==> config.mk <==
export PLATFORM = sky130hd
export DESIGN_NAME = dtq_cell
export DESIGN_NICKNAME = d
export VERILOG_FILES = /design/src/rtl/dtq_pkg.sv /design/src/rtl/dtq_cell.sv
export VERILOG_INCLUDE_DIRS = /design/src /design/src/rtl
export SDC_FILE = /design/constraint.sdc
export NUM_CORES = 1
export LEC_CHECK = 0
export BUFFER_PORTS_ARGS = -buffer_cell sky130_fd_sc_hd__buf_2
export CAP_MARGIN = 10
export CORE_ASPECT_RATIO = 2
export CORE_MARGIN = 2
export CORE_UTILIZATION = 40
export CTS_BUF_LIST = sky130_fd_sc_hd__clkbuf_16
export DETAILED_ROUTE_END_ITERATION = 12
export PLACE_DENSITY = 0.66
export SKIP_CTS_REPAIR_TIMING = 1
export SYNTH_ARGS = -nofsm -noshare
export SYNTH_HDL_FRONTEND = slang
export SYNTH_SLANG_ARGS = --single-unit
==> constraint.sdc <==
create_clock -name clock -period 3.4 [get_ports clock]
set_input_delay 0.34 -clock clock [delete_from_list [all_inputs] [get_ports clock]]
set_output_delay 0.34 -clock clock [all_outputs]
set_load 0.02 [all_outputs]
==> src/rtl/deadline_timer_queue_core_defines.svh <==
// ----------------------------------------------------------------------------
// Deadline timer queue assertion macros
// Assertion helpers shared by the timer queue modules.
// ----------------------------------------------------------------------------
`ifndef DEADLINE_TIMER_QUEUE_CORE_DEFINES_SVH
`define DEADLINE_TIMER_QUEUE_CORE_DEFINES_SVH
`ifndef SYNTHESIS
`define DTQ_ASSERT(label, clk, rst, prop, msg) \
   label: assert property (@(posedge clk) disable iff (rst) prop) else $error(msg);
`define DTQ_ASSERT_NR(label, clk, prop, msg) \
   label: assert property (@(posedge clk) prop) else $error(msg);
`else
`define DTQ_ASSERT(label, clk, rst, prop, msg)
`define DTQ_ASSERT_NR(label, clk, prop, msg)
`endif
`endif

==> src/rtl/dtq_pkg.sv <==
// ----------------------------------------------------------------------------
// Deadline timer queue package
// Shared types and constants of the timer queue.
// ----------------------------------------------------------------------------
package dtq_pkg;
   localparam int unsigned NumTimersDefault = 16;
   localparam logic [1:0] CMD_ADD    = 2'd0;
   localparam logic [1:0] CMD_CANCEL = 2'd1;
   localparam logic [1:0] CMD_UPDATE = 2'd2;
   localparam logic [1:0] KIND_ID    = 2'd0;
   localparam logic [1:0] KIND_FIRED = 2'd1;
   localparam logic [1:0] KIND_FULL  = 2'd2;

   // Command from the controller to every cell.
   typedef struct packed {
      logic        add;       // arm this cell if it is the chosen free cell
      logic        cancel;
      logic        fire;      // retire or re-arm the cell that carries the pick
      logic [31:0] value;     // deadline for add, identifier for cancel
      logic [31:0] period;
      logic        repeat_en;
      logic [31:0] ident;
      logic [31:0] order;
   } cell_cmd_type;

   // Candidate that travels down the chain during a scan.
   typedef struct packed {
      logic        found;
      logic [31:0] deadline;
      logic [31:0] order;
      logic [31:0] ident;
   } cand_type;

   function automatic logic [31:0] sat_add(input logic [31:0] a, input logic [31:0] b);
      logic [32:0] s;
      s = {1'b0, a} + {1'b0, b};
      return s[32] ? 32'hFFFF_FFFF : s[31:0];
   endfunction
endpackage

==> src/rtl/dtq_cell.sv <==
// ----------------------------------------------------------------------------
// Timer cell
// Holds one timer and compares it against the candidate passed along the chain.
// ----------------------------------------------------------------------------
`include "deadline_timer_queue_core_defines.svh"
module dtq_cell (
   input  logic                  clock,
   input  logic                  reset,
   input  dtq_pkg::cell_cmd_type cmd,
   input  logic                  add_sel,
   input  logic [31:0]           now_ticks,
   input  logic                  pend,       // still eligible in this update
   input  logic                  sel,        // this cell is the last picked one
   input  dtq_pkg::cand_type     cand_in,
   output dtq_pkg::cand_type     cand_out,
   output logic                  valid,
   output logic                  due,
   output logic [31:0]           order,
   output logic                  rearm
);
   import dtq_pkg::*;

   logic        valid_ff, valid_in;
   logic [31:0] deadline_ff, period_ff, ident_ff, order_ff;
   logic        repeat_ff;
   logic        better;

   assign valid = valid_ff;
   assign due   = valid_ff && pend && (deadline_ff <= now_ticks);
   assign order = order_ff;
   assign rearm = repeat_ff;

   always_comb begin
      better = !cand_in.found || (deadline_ff < cand_in.deadline) ||
               ((deadline_ff == cand_in.deadline) && (order_ff < cand_in.order));
   end

   // Each cell registers the best candidate so far and hands it on.
   always_ff @(posedge clock) begin
      if (due && better) begin
         cand_out <= '{found: 1'b1, deadline: deadline_ff, order: order_ff,
                       ident: ident_ff};
      end else begin
         cand_out <= cand_in;
      end
   end

   always_comb begin
      valid_in = valid_ff;
      if (cmd.add && add_sel) valid_in = 1'b1;
      if (cmd.cancel && valid_ff && ident_ff == cmd.value) valid_in = 1'b0;
      if (cmd.fire && sel && !repeat_ff) valid_in = 1'b0;
   end

   always_ff @(posedge clock) begin
      if (reset) begin
         valid_ff <= 1'b0;
      end else begin
         valid_ff <= valid_in;
      end
   end

   always_ff @(posedge clock) begin
      if (cmd.add && add_sel) begin
         deadline_ff <= cmd.value;
         period_ff   <= cmd.period;
         repeat_ff   <= cmd.repeat_en;
         ident_ff    <= cmd.ident;
         order_ff    <= cmd.order;
      end else if (cmd.fire && sel && repeat_ff) begin
         deadline_ff <= sat_add(deadline_ff, period_ff);
         order_ff    <= cmd.order;
      end
   end

   `DTQ_ASSERT(a_add_free, clock, reset, (cmd.add && add_sel) |-> !valid_ff, "add to busy cell")
   `DTQ_ASSERT(a_fire_valid, clock, reset, (cmd.fire && sel) |-> valid_ff, "fire idle cell")
   `DTQ_ASSERT(a_arm, clock, reset, (cmd.add && add_sel) |=> valid_ff, "cell not armed")
endmodule

==> results.cfg, run 1 <==
[outcome]
status = finished, final reports clean

[routing]
drtAntennaViolNets = 0
via_count = 9849
vias_per_cell = 5.239
first_pass_iters = 4
drc = 0
wl_per_cell_um = 21.27
postRouteWirelength_um = 39990
first_iter_violations = 388

[clock_network]
clock_latency_ns = 0.53
cts_buffer_depth = 3
tritoncts = yes
cts_buffers = 23
clock_sinks = 227
cts-root-buf = clkbuf_16
clkTransAtPathRegs_ns = 0.06
htreeDepth = 1

[critical_path]
worst_ep_arrival_time_ns = 3.65
r2r_end = deadline_ff[29]
worst_path_max_delay_cell = o21ai_0
critPathLaunch = deadline_ff[1]
cp_data_required_time_ns = 3.68
crit_chain = ha_1, a211oi_1, o211ai_1, o2bb2ai_1, o21ai_0, a21oi_1, o31ai_1, xnor2_1, o22a_1
rr_startpoint = deadline_ff[1]
crit_end = deadline_ff[29]
cp_num_buf_inv = 0
critPathKind = register to register
end_kind = register
crit_path_max_incr_delay_ns = 0.57
cp_num_cells = 9
cp_max_fo = 5
r2r_slack_ns = 0.03
reg2regPathDepth = 9
startpoint_type = register
cpLargestDelayFamily = compound AO/OA/AOI/OAI gates

[grt]
grt_max_degree = 65
grt_pass1_wl_um = 56050
grt_util_all_layers_pct = 24.01
antenna_found_initial = 4
grt_pass1_vias = 9950
grt_overflow_total = 0

[floorplanning]
die_x_um = 125.0
num_io_pins = 398
core.rowCount = 88
start_util_pct = 40.61
die_height_um = 246.0
die_area_sq_um = 30750
coreArea_sq_um = 28850

[synthesis]
synth-edff-count = 129
synth_ff_type = edfxtp_1
postSynthAreaPerCell_sq_um = 12.00
synth_cell_types = 57
synth_async_sr_flop_share_pct = 0
synth_common_cells = 129 x edfxtp_1, 127 x ha_1, 103 x inv_1
syn_area_sq_um = 11710
syn_inst = 976
ys_seq_area_share_pct = 49.82
yosys_register_bits = 227
yosysMostFrequentCell = edfxtp_1
yosysWarningCount = 0
yosys.area.top_type_share_pct = 33.07
synth_nets = 1370
synthTopCellsByArea = edfxtp_1 33%, dfxtp_1 17%, ha_1 14%
synth_top_area_cell = edfxtp_1

[pwr]
p_switching_mw = 2.389
comb_power_share_pct = 25.7
ir_worst_vdd_mv = 0.4670
p_sw_share_pct = 29.81
p_int_mw = 5.623
power.total_mw = 8.012
p_leak_nw = 7.536
powerDensity_nw_per_um2 = 498.0
seqPwrFrac_pct = 41.7
p_clk_share_pct = 32.5

[run]
drv_cap = 0

[place]
port_buffers = 397
place_area_sq_um = 14270
dp_cells = 1736
place_hpwl_um = 31380
gp_congestion = 0.8951

[sta]
maxClockFrequency_mhz = 297.1
layout_min_cycle_time_ns = 3.366
finClkSkew_ns = 0.01491
worst_pin_slew_ns = 1.033
hold_viol_final = 0
final-setup-viol-count = 0
slew_headroom_pct = 31.12
min_period_over_period_pct = 99.01
slew_violations = 0

[finish]
final_cells = 1880
num-nets-final = 1894
stdcell_area_sq_um = 16090
syn_to_final_growth_pct = 37.34
drive_gt1_share_pct = 34.89

[hold_path]
min_path_cells = 1
hold_path.class = input pin to register
-- registers in the layout (all words and copies together) (netlist names) --
signal and cells:
deadline_ff 32, order 32, cand_out 97, rearm 1, valid 1, ident_ff 32
period_ff 32
-- metal layers --
layer | wire (um) | global-route usage [%] | vias up
li1 | - | - | 4666
met1 | 13290 | 22.83 | 4694
met2 | 22650 | 47.86 | 384
met3 | 1957 | 3.865 | 105
met4 | 2087 | 13.14 | 0
met5 | 0 | 0 | -
-- worst min-delay path by stage --
stage,from,endpoint,slack [ns]
finish,cmd[78],period_ff[13],0.002
global route,cmd[78],period_ff[13],0.002
CTS,reset,valid,-0.06
detailed placement,reset,valid,0.51
global placement,ident_ff[27],cand_out[27],0.50
floorplan,reset,valid,0.42
-- worst register-to-register path, stage by stage, from the launching register on --
cell and delay, ns:
edfxtp_1 0.49, ha_1 0.35, a211oi_1 0.31, o211ai_1 0.22, o2bb2ai_1 0.22, o21ai_0 0.57, a21oi_1 0.27, o31ai_1 0.42
xnor2_1 0.11, o22a_1 0.16
-- final cells by class --
class | count | area [sq um]
clock inverters | 17 | 157.7
multi-input cells | 628 | 5463
well taps | 360 | 450.4
diodes | 4 | 10.01
clock buffers | 24 | 600.6
repair buffers | 517 | 3183
fillers | 2498 | 12760
inverters | 103 | 387.9
flip-flops and latches | 227 | 5836
-- placed cells by master, fill, tap and decap left out, drive strengths merged, types with 9 or more instances in the layout --
cell type	instances
nor2b	9
a21oi	53
clkbuf	25
nand2	23
edfxtp	129
nand4	28
dfxtp	98
inv	109
ha	127
nor4	9
buf	425
xor2	35
a21o	52
mux2	96
xnor2	24
dlygate4sd3	91
o22a	30
o21ai	25
nor2	24
-- logic make-up after synthesis --
group	synth area share (%)
xor+xnor	4.411
buf+inv	4.230
fa+ha+maj	13.74
mux	9.229
flops	49.82
simple gates	6.398
compound gates	12.18
-- through the flow --
stage	TNS (ns)	worst slack [ns]	hold WS (ns)	util, %
global placement	-0.6415	-0.09034	0.5045	49.47
CTS	-5.228	-0.1605	-0.05640	52.09
global route	-0.006570	-0.003445	0.002062	55.77
detailed placement	-3.466	-0.08187	0.5081	49.47
finish	0	0.03358	0.001673	55.77
floorplan	0	0.3096	0.4193	-
-- power groups by stage --
stage	clock [mW]	sequential, mW	combinational [mW]
final	2.61	3.34	2.06
after global routing	2.76	3.37	2.24
after CTS	2.65	3.35	1.94
after detailed placement	0	3.41	1.92
after global placement	0	3.40	1.89
after floorplan	0	3.47	1.10
No activity file was read; power rests on OpenSTA's default activity.
==> run 2, diff against run 1 <==
--- a/config.mk
+++ b/config.mk
@@ -10,10 +10,10 @@
 export CAP_MARGIN = 10
 export CORE_ASPECT_RATIO = 2
 export CORE_MARGIN = 2
-export CORE_UTILIZATION = 40
+export CORE_UTILIZATION = 34
 export CTS_BUF_LIST = sky130_fd_sc_hd__clkbuf_16
 export DETAILED_ROUTE_END_ITERATION = 12
-export PLACE_DENSITY = 0.66
+export PLACE_DENSITY = 0.69
 export SKIP_CTS_REPAIR_TIMING = 1
 export SYNTH_ARGS = -nofsm -noshare
 export SYNTH_HDL_FRONTEND = slang
==> run 2 against run 1 <==
Effect of this change:
- utilization is 8.2 points lower
- sequential share of layout area is 0.34 points lower
- final cell count grew 4.4%
- clock skew rose by 0.0060 ns
- critical endpoint is now due
- total power rose by 2.1%
- die area is 17% higher
- register-to-register slack better by 0.11 ns
- non-clock buffer count fell by 2
- flip-flop and latch count is the same
==> results.cfg, run 2 (same netlist as run 1, synthesis figures left out) <==
[outcome]
status = finished, final reports clean

[routing]
first_iter_violations = 451
wl_per_cell_um = 19.90
first_pass_iters = 5
postRouteWirelength_um = 39040
drtAntennaViolNets = 0
drc = 0
vias_per_cell = 4.959
via_count = 9729

[floorplanning]
num_io_pins = 398
core.rowCount = 96
die_x_um = 135.3
coreArea_sq_um = 34110
start_util_pct = 34.34
die_height_um = 266.5
die_area_sq_um = 36040

[finish]
largest_reg_flops = 97
syn_to_final_growth_pct = 38.63
final_common_cell = buf_2
layout_common_cells = 397 x buf_2, 129 x edfxtp_1, 123 x ha_1
drive_gt1_share_pct = 35.45
regMostFlops = cand_out
num-nets-final = 1892

[hold_path]
hold_path.class = input pin to register
hold_start = cmd[65]

[critical_path]
startpoint_type = register
crit_chain = ha_1, a21o_1, a21o_1, a21o_1, a221o_1, nor4_4, a21oi_4, buf_4, inv_1, buf_2
cp_max_fo = 4
crit_path_frequent_cell = a21o_1
r2r_slack_ns = 0.14
rr_startpoint = deadline_ff[0]
crit_path_max_incr_delay_ns = 0.47
cpLargestDelayFamily = compound AO/OA/AOI/OAI gates
cp_num_buf_inv = 3
worst_ep_arrival_time_ns = 2.95
critPathKind = register to output pin
critPathLaunch = deadline_ff[25]
worst_path_max_delay_cell = edfxtp_1
cp_data_required_time_ns = 3.06
end_kind = output pin

[sta]
rsz0062_at_grt = true
finClkSkew_ns = 0.02087
hold_viol_final = 0
maxClockFrequency_mhz = 304.4
layout_min_cycle_time_ns = 3.285
slew_headroom_pct = 33.77
slew_violations = 0
tns_ns = 0
whs_ns = 0.005919
worst_pin_slew_ns = 0.9934
final-setup-viol-count = 0
min_period_over_period_pct = 96.62

[pwr]
seqPwrFrac_pct = 40.8
p_switching_mw = 2.423
p_clk_share_pct = 34.2
powerDensity_nw_per_um2 = 503.7
comb_power_share_pct = 25.0
p_int_mw = 5.756
p_sw_share_pct = 29.63
p_leak_nw = 7.516
ir_worst_vdd_mv = 0.4118

[grt]
grt_max_degree = 65
grt_util_all_layers_pct = 20.15
grt_pass1_wl_um = 54650
grt_overflow_total = 0
antenna_found_initial = 10
grt_pass1_vias = 9790

[clock_network]
clkTransAtPathRegs_ns = 0.07
clock_sinks = 227
cts-root-buf = clkbuf_16
tritoncts = yes
cts_buffers = 23
clock_latency_ns = 0.53
htreeDepth = 1
cts_buffer_depth = 3

[place]
place_hpwl_um = 30600
port_buffers = 397
gp_congestion = 0.8768

[run]
drv_cap = 0
[run 2: final timing paths]
path	cells past startpoint	end
setup / recovery	10	due
hold / removal	1	period_ff[0]
setup reg to reg	11	deadline_ff[8]
hold reg to reg	1	cand_out[1]
[run 2: power by group through the flow]
stage / registers, mW / logic, mW / clock network (mW)
floorplan: 3.47 / 1.10 / 0
global placement: 3.40 / 1.87 / 0
detailed placement: 3.40 / 1.91 / 0
CTS: 3.34 / 1.93 / 2.87
global route: 3.36 / 2.25 / 2.94
finish: 3.34 / 2.05 / 2.79
[run 2: metrics by stage]
| step | utilization (%) | std cells | instance area (sq um) | total power, mW | setup WS, ns |
|---|---|---|---|---|---|
| 6_report | 47.60 | 1962 | 16240 | 8.180 | 0.1149 |
| 5_1_grt | 47.60 | 1961 | 16240 | 8.554 | -0.007327 |
| 4_1_cts | 44.48 | 1858 | 15170 | 8.134 | -0.2782 |
| 3_5_place_dp | 42.07 | 1816 | 14350 | 5.313 | 0.02024 |
| 3_3_place_gp | 42.07 | 1816 | 14350 | 5.268 | 0.009400 |
| 2_1_floorplan | - | 976 | 11710 | 4.576 | 0.3096 |
[run 2: layer usage]
layer,share of wire (%),vias to the layer above,track usage [%]
met5,0.13,-,0
met2,54,355,38.18
met3,5.1,107,3.362
met1,36,4584,20.86
li1,-,4675,-
met4,5.1,8,10.36
[run 2: area by class of cell]
cell class              count  area [sq um]
well taps                 441         551.8
flip-flops and latches    227          5836
fillers                  3113         17870
multi-input cells         628          5489
clock inverters            19         246.5
diodes                      6         15.01
clock buffers              23         575.6
repair buffers            515          3138
inverters                 103         387.9
==> run 3, diff against run 2 <==
--- a/config.mk
+++ b/config.mk
@@ -6,15 +6,16 @@
 export SDC_FILE = /design/constraint.sdc
 export NUM_CORES = 1
 export LEC_CHECK = 0
-export BUFFER_PORTS_ARGS = -buffer_cell sky130_fd_sc_hd__buf_2
 export CAP_MARGIN = 10
 export CORE_ASPECT_RATIO = 2
 export CORE_MARGIN = 2
 export CORE_UTILIZATION = 34
 export CTS_BUF_LIST = sky130_fd_sc_hd__clkbuf_16
 export DETAILED_ROUTE_END_ITERATION = 12
-export PLACE_DENSITY = 0.69
+export DONT_BUFFER_PORTS = 1
+export PLACE_DENSITY = 0.59
 export SKIP_CTS_REPAIR_TIMING = 1
+export SLEW_MARGIN = 5
 export SYNTH_ARGS = -nofsm -noshare
 export SYNTH_HDL_FRONTEND = slang
 export SYNTH_SLANG_ARGS = --single-unit
==> run 3 against run 2 <==
Effect of this change:
- first-iteration DRC count is 3.8% lower
- setup slack better by 0.0093 ns
- clock skew is 0.0040 ns higher
- sequential share of layout area is 2.2 points higher
- register-to-register slack hardly changed
==> results.cfg, run 3 (same netlist as run 1, synthesis figures left out) <==
[critical_path]
crit_path_frequent_cell = buf_4
cp_max_fo = 4
worst_path_max_delay_cell = edfxtp_1
worst_ep_arrival_time_ns = 2.94
reg2regPathDepth = 11
r2r_slack_ns = 0.14
crit_path_max_incr_delay_ns = 0.50
cp_data_required_time_ns = 3.06
cp_num_buf_inv = 4
r2r_end = deadline_ff[8]
end_kind = output pin
critPathKind = register to output pin
cpLargestDelayFamily = buffers and inverters
rr_startpoint = deadline_ff[15]
crit_chain = ha_1, nand4_1, or2_1, buf_4, o22ai_2, o31ai_1, buf_4, a21oi_4, buf_4, inv_1
startpoint_type = register

[routing]
drtAntennaViolNets = 0
drc = 0
first_pass_iters = 5
postRouteWirelength_um = 40310
via_count = 8900
vias_per_cell = 5.336
first_iter_violations = 434
wl_per_cell_um = 24.17

[hold_path]
hold_start = cmd[119]
hold_path.class = input pin to register
min_path_cells = 1
hold_end = deadline_ff[22]

[sta]
worst_pin_slew_ns = 1.006
slew_violations = 0
finClkSkew_ns = 0.02482
whs_ns = 0.01133
layout_min_cycle_time_ns = 3.276
final-setup-viol-count = 0
slew_headroom_pct = 32.97
maxClockFrequency_mhz = 305.3
hold_viol_final = 0
min_period_over_period_pct = 96.35

[run]
drv_cap = 0

[clock_network]
cts_buffer_depth = 3
cts-root-buf = clkbuf_16
clock_latency_ns = 0.55
cts_buffers = 23
clkTransAtPathRegs_ns = 0.07
htreeDepth = 1
clock_sinks = 227
tritoncts = yes

[place]
dp_cells = 1418
place_hpwl_um = 29420
port_buffers = 0
place_area_sq_um = 12360
gp_congestion = 0.8943

[finish]
stdcell_area_sq_um = 15310
layout_common_cells = 200 x dlygate4sd3_1, 129 x edfxtp_1, 126 x ha_1
num-nets-final = 1603
syn_to_final_growth_pct = 30.67
final_common_cell = dlygate4sd3_1
final_util_pct = 44.87
drive_gt1_share_pct = 11.01
largest_reg_flops = 97
regMostFlops = cand_out
final_cells = 1668

[floorplanning]
die_height_um = 266.5
die_x_um = 135.3
die_area_sq_um = 36040
core.rowCount = 96
start_util_pct = 34.34
num_io_pins = 398
coreArea_sq_um = 34110

[pwr]
p_leak_nw = 6.418
ir_worst_vdd_mv = 0.4008
powerDensity_nw_per_um2 = 520.8
power.total_mw = 7.971

[grt]
grt_max_degree = 67
antenna_found_initial = 1
grt_pass1_wl_um = 52190
grt_util_all_layers_pct = 19.77
grt_pass1_vias = 8304
grt_overflow_total = 0

[outcome]
status = finished, final reports clean
run 3: power breakdown:
group          switching (mW)  internal [mW]  total (mW)
sequential              0.326           3.18        3.50
clock                    1.17           1.55        2.72
combinational           0.897          0.848        1.74
run 3: area by class of cell:
class / instances / area, sq um
diodes: 1 / 2.502
clock buffers: 23 / 575.6
clock inverters: 19 / 206.4
fillers: 3137 / 18810
inverters: 103 / 387.9
multi-input cells: 628 / 5464
flip-flops and latches: 227 / 5836
well taps: 441 / 551.8
repair buffers: 226 / 2282
run 3: worst max-delay path by stage:
stage                         start              end  slack, ns  cells after the start
finish               deadline_ff[9]              due       0.12                     10
global route        deadline_ff[15]   deadline_ff[8]    -0.0009                     11
floorplan            deadline_ff[0]  deadline_ff[20]       0.31                     11
detailed placement  deadline_ff[25]     cand_out[78]      -0.16                     10
global placement    deadline_ff[25]     cand_out[90]      -0.16                     10
CTS                 deadline_ff[25]              due      -0.34                      9
run 3: stage by stage:
stage,TNS [ns],setup slack [ns]
finish,0,0.1242
floorplan,0,0.3096
global placement,-13.41,-0.1604
CTS,-17.58,-0.3410
detailed placement,-12.52,-0.1560
global route,-0.0008984,-0.0008984
run 3: routing by layer:
| metal | routed length [um] | track usage (%) |
|---|---|---|
| met1 | 13090 | 18.09 |
| met2 | 22380 | 39.36 |
| met3 | 2626 | 4.672 |
| met5 | 13 | 0 |
| met4 | 2210 | 9.769 |
run 3: worst reg2reg max path: cells and delay by family, from the launching register on:
kind | cells | cell delay, ns
flops | 1 | 0.49
compound gates | 7 | 1.58
simple gates | 1 | 0.13
buf+inv | 2 | 0.41
fa+ha+maj | 1 | 0.39
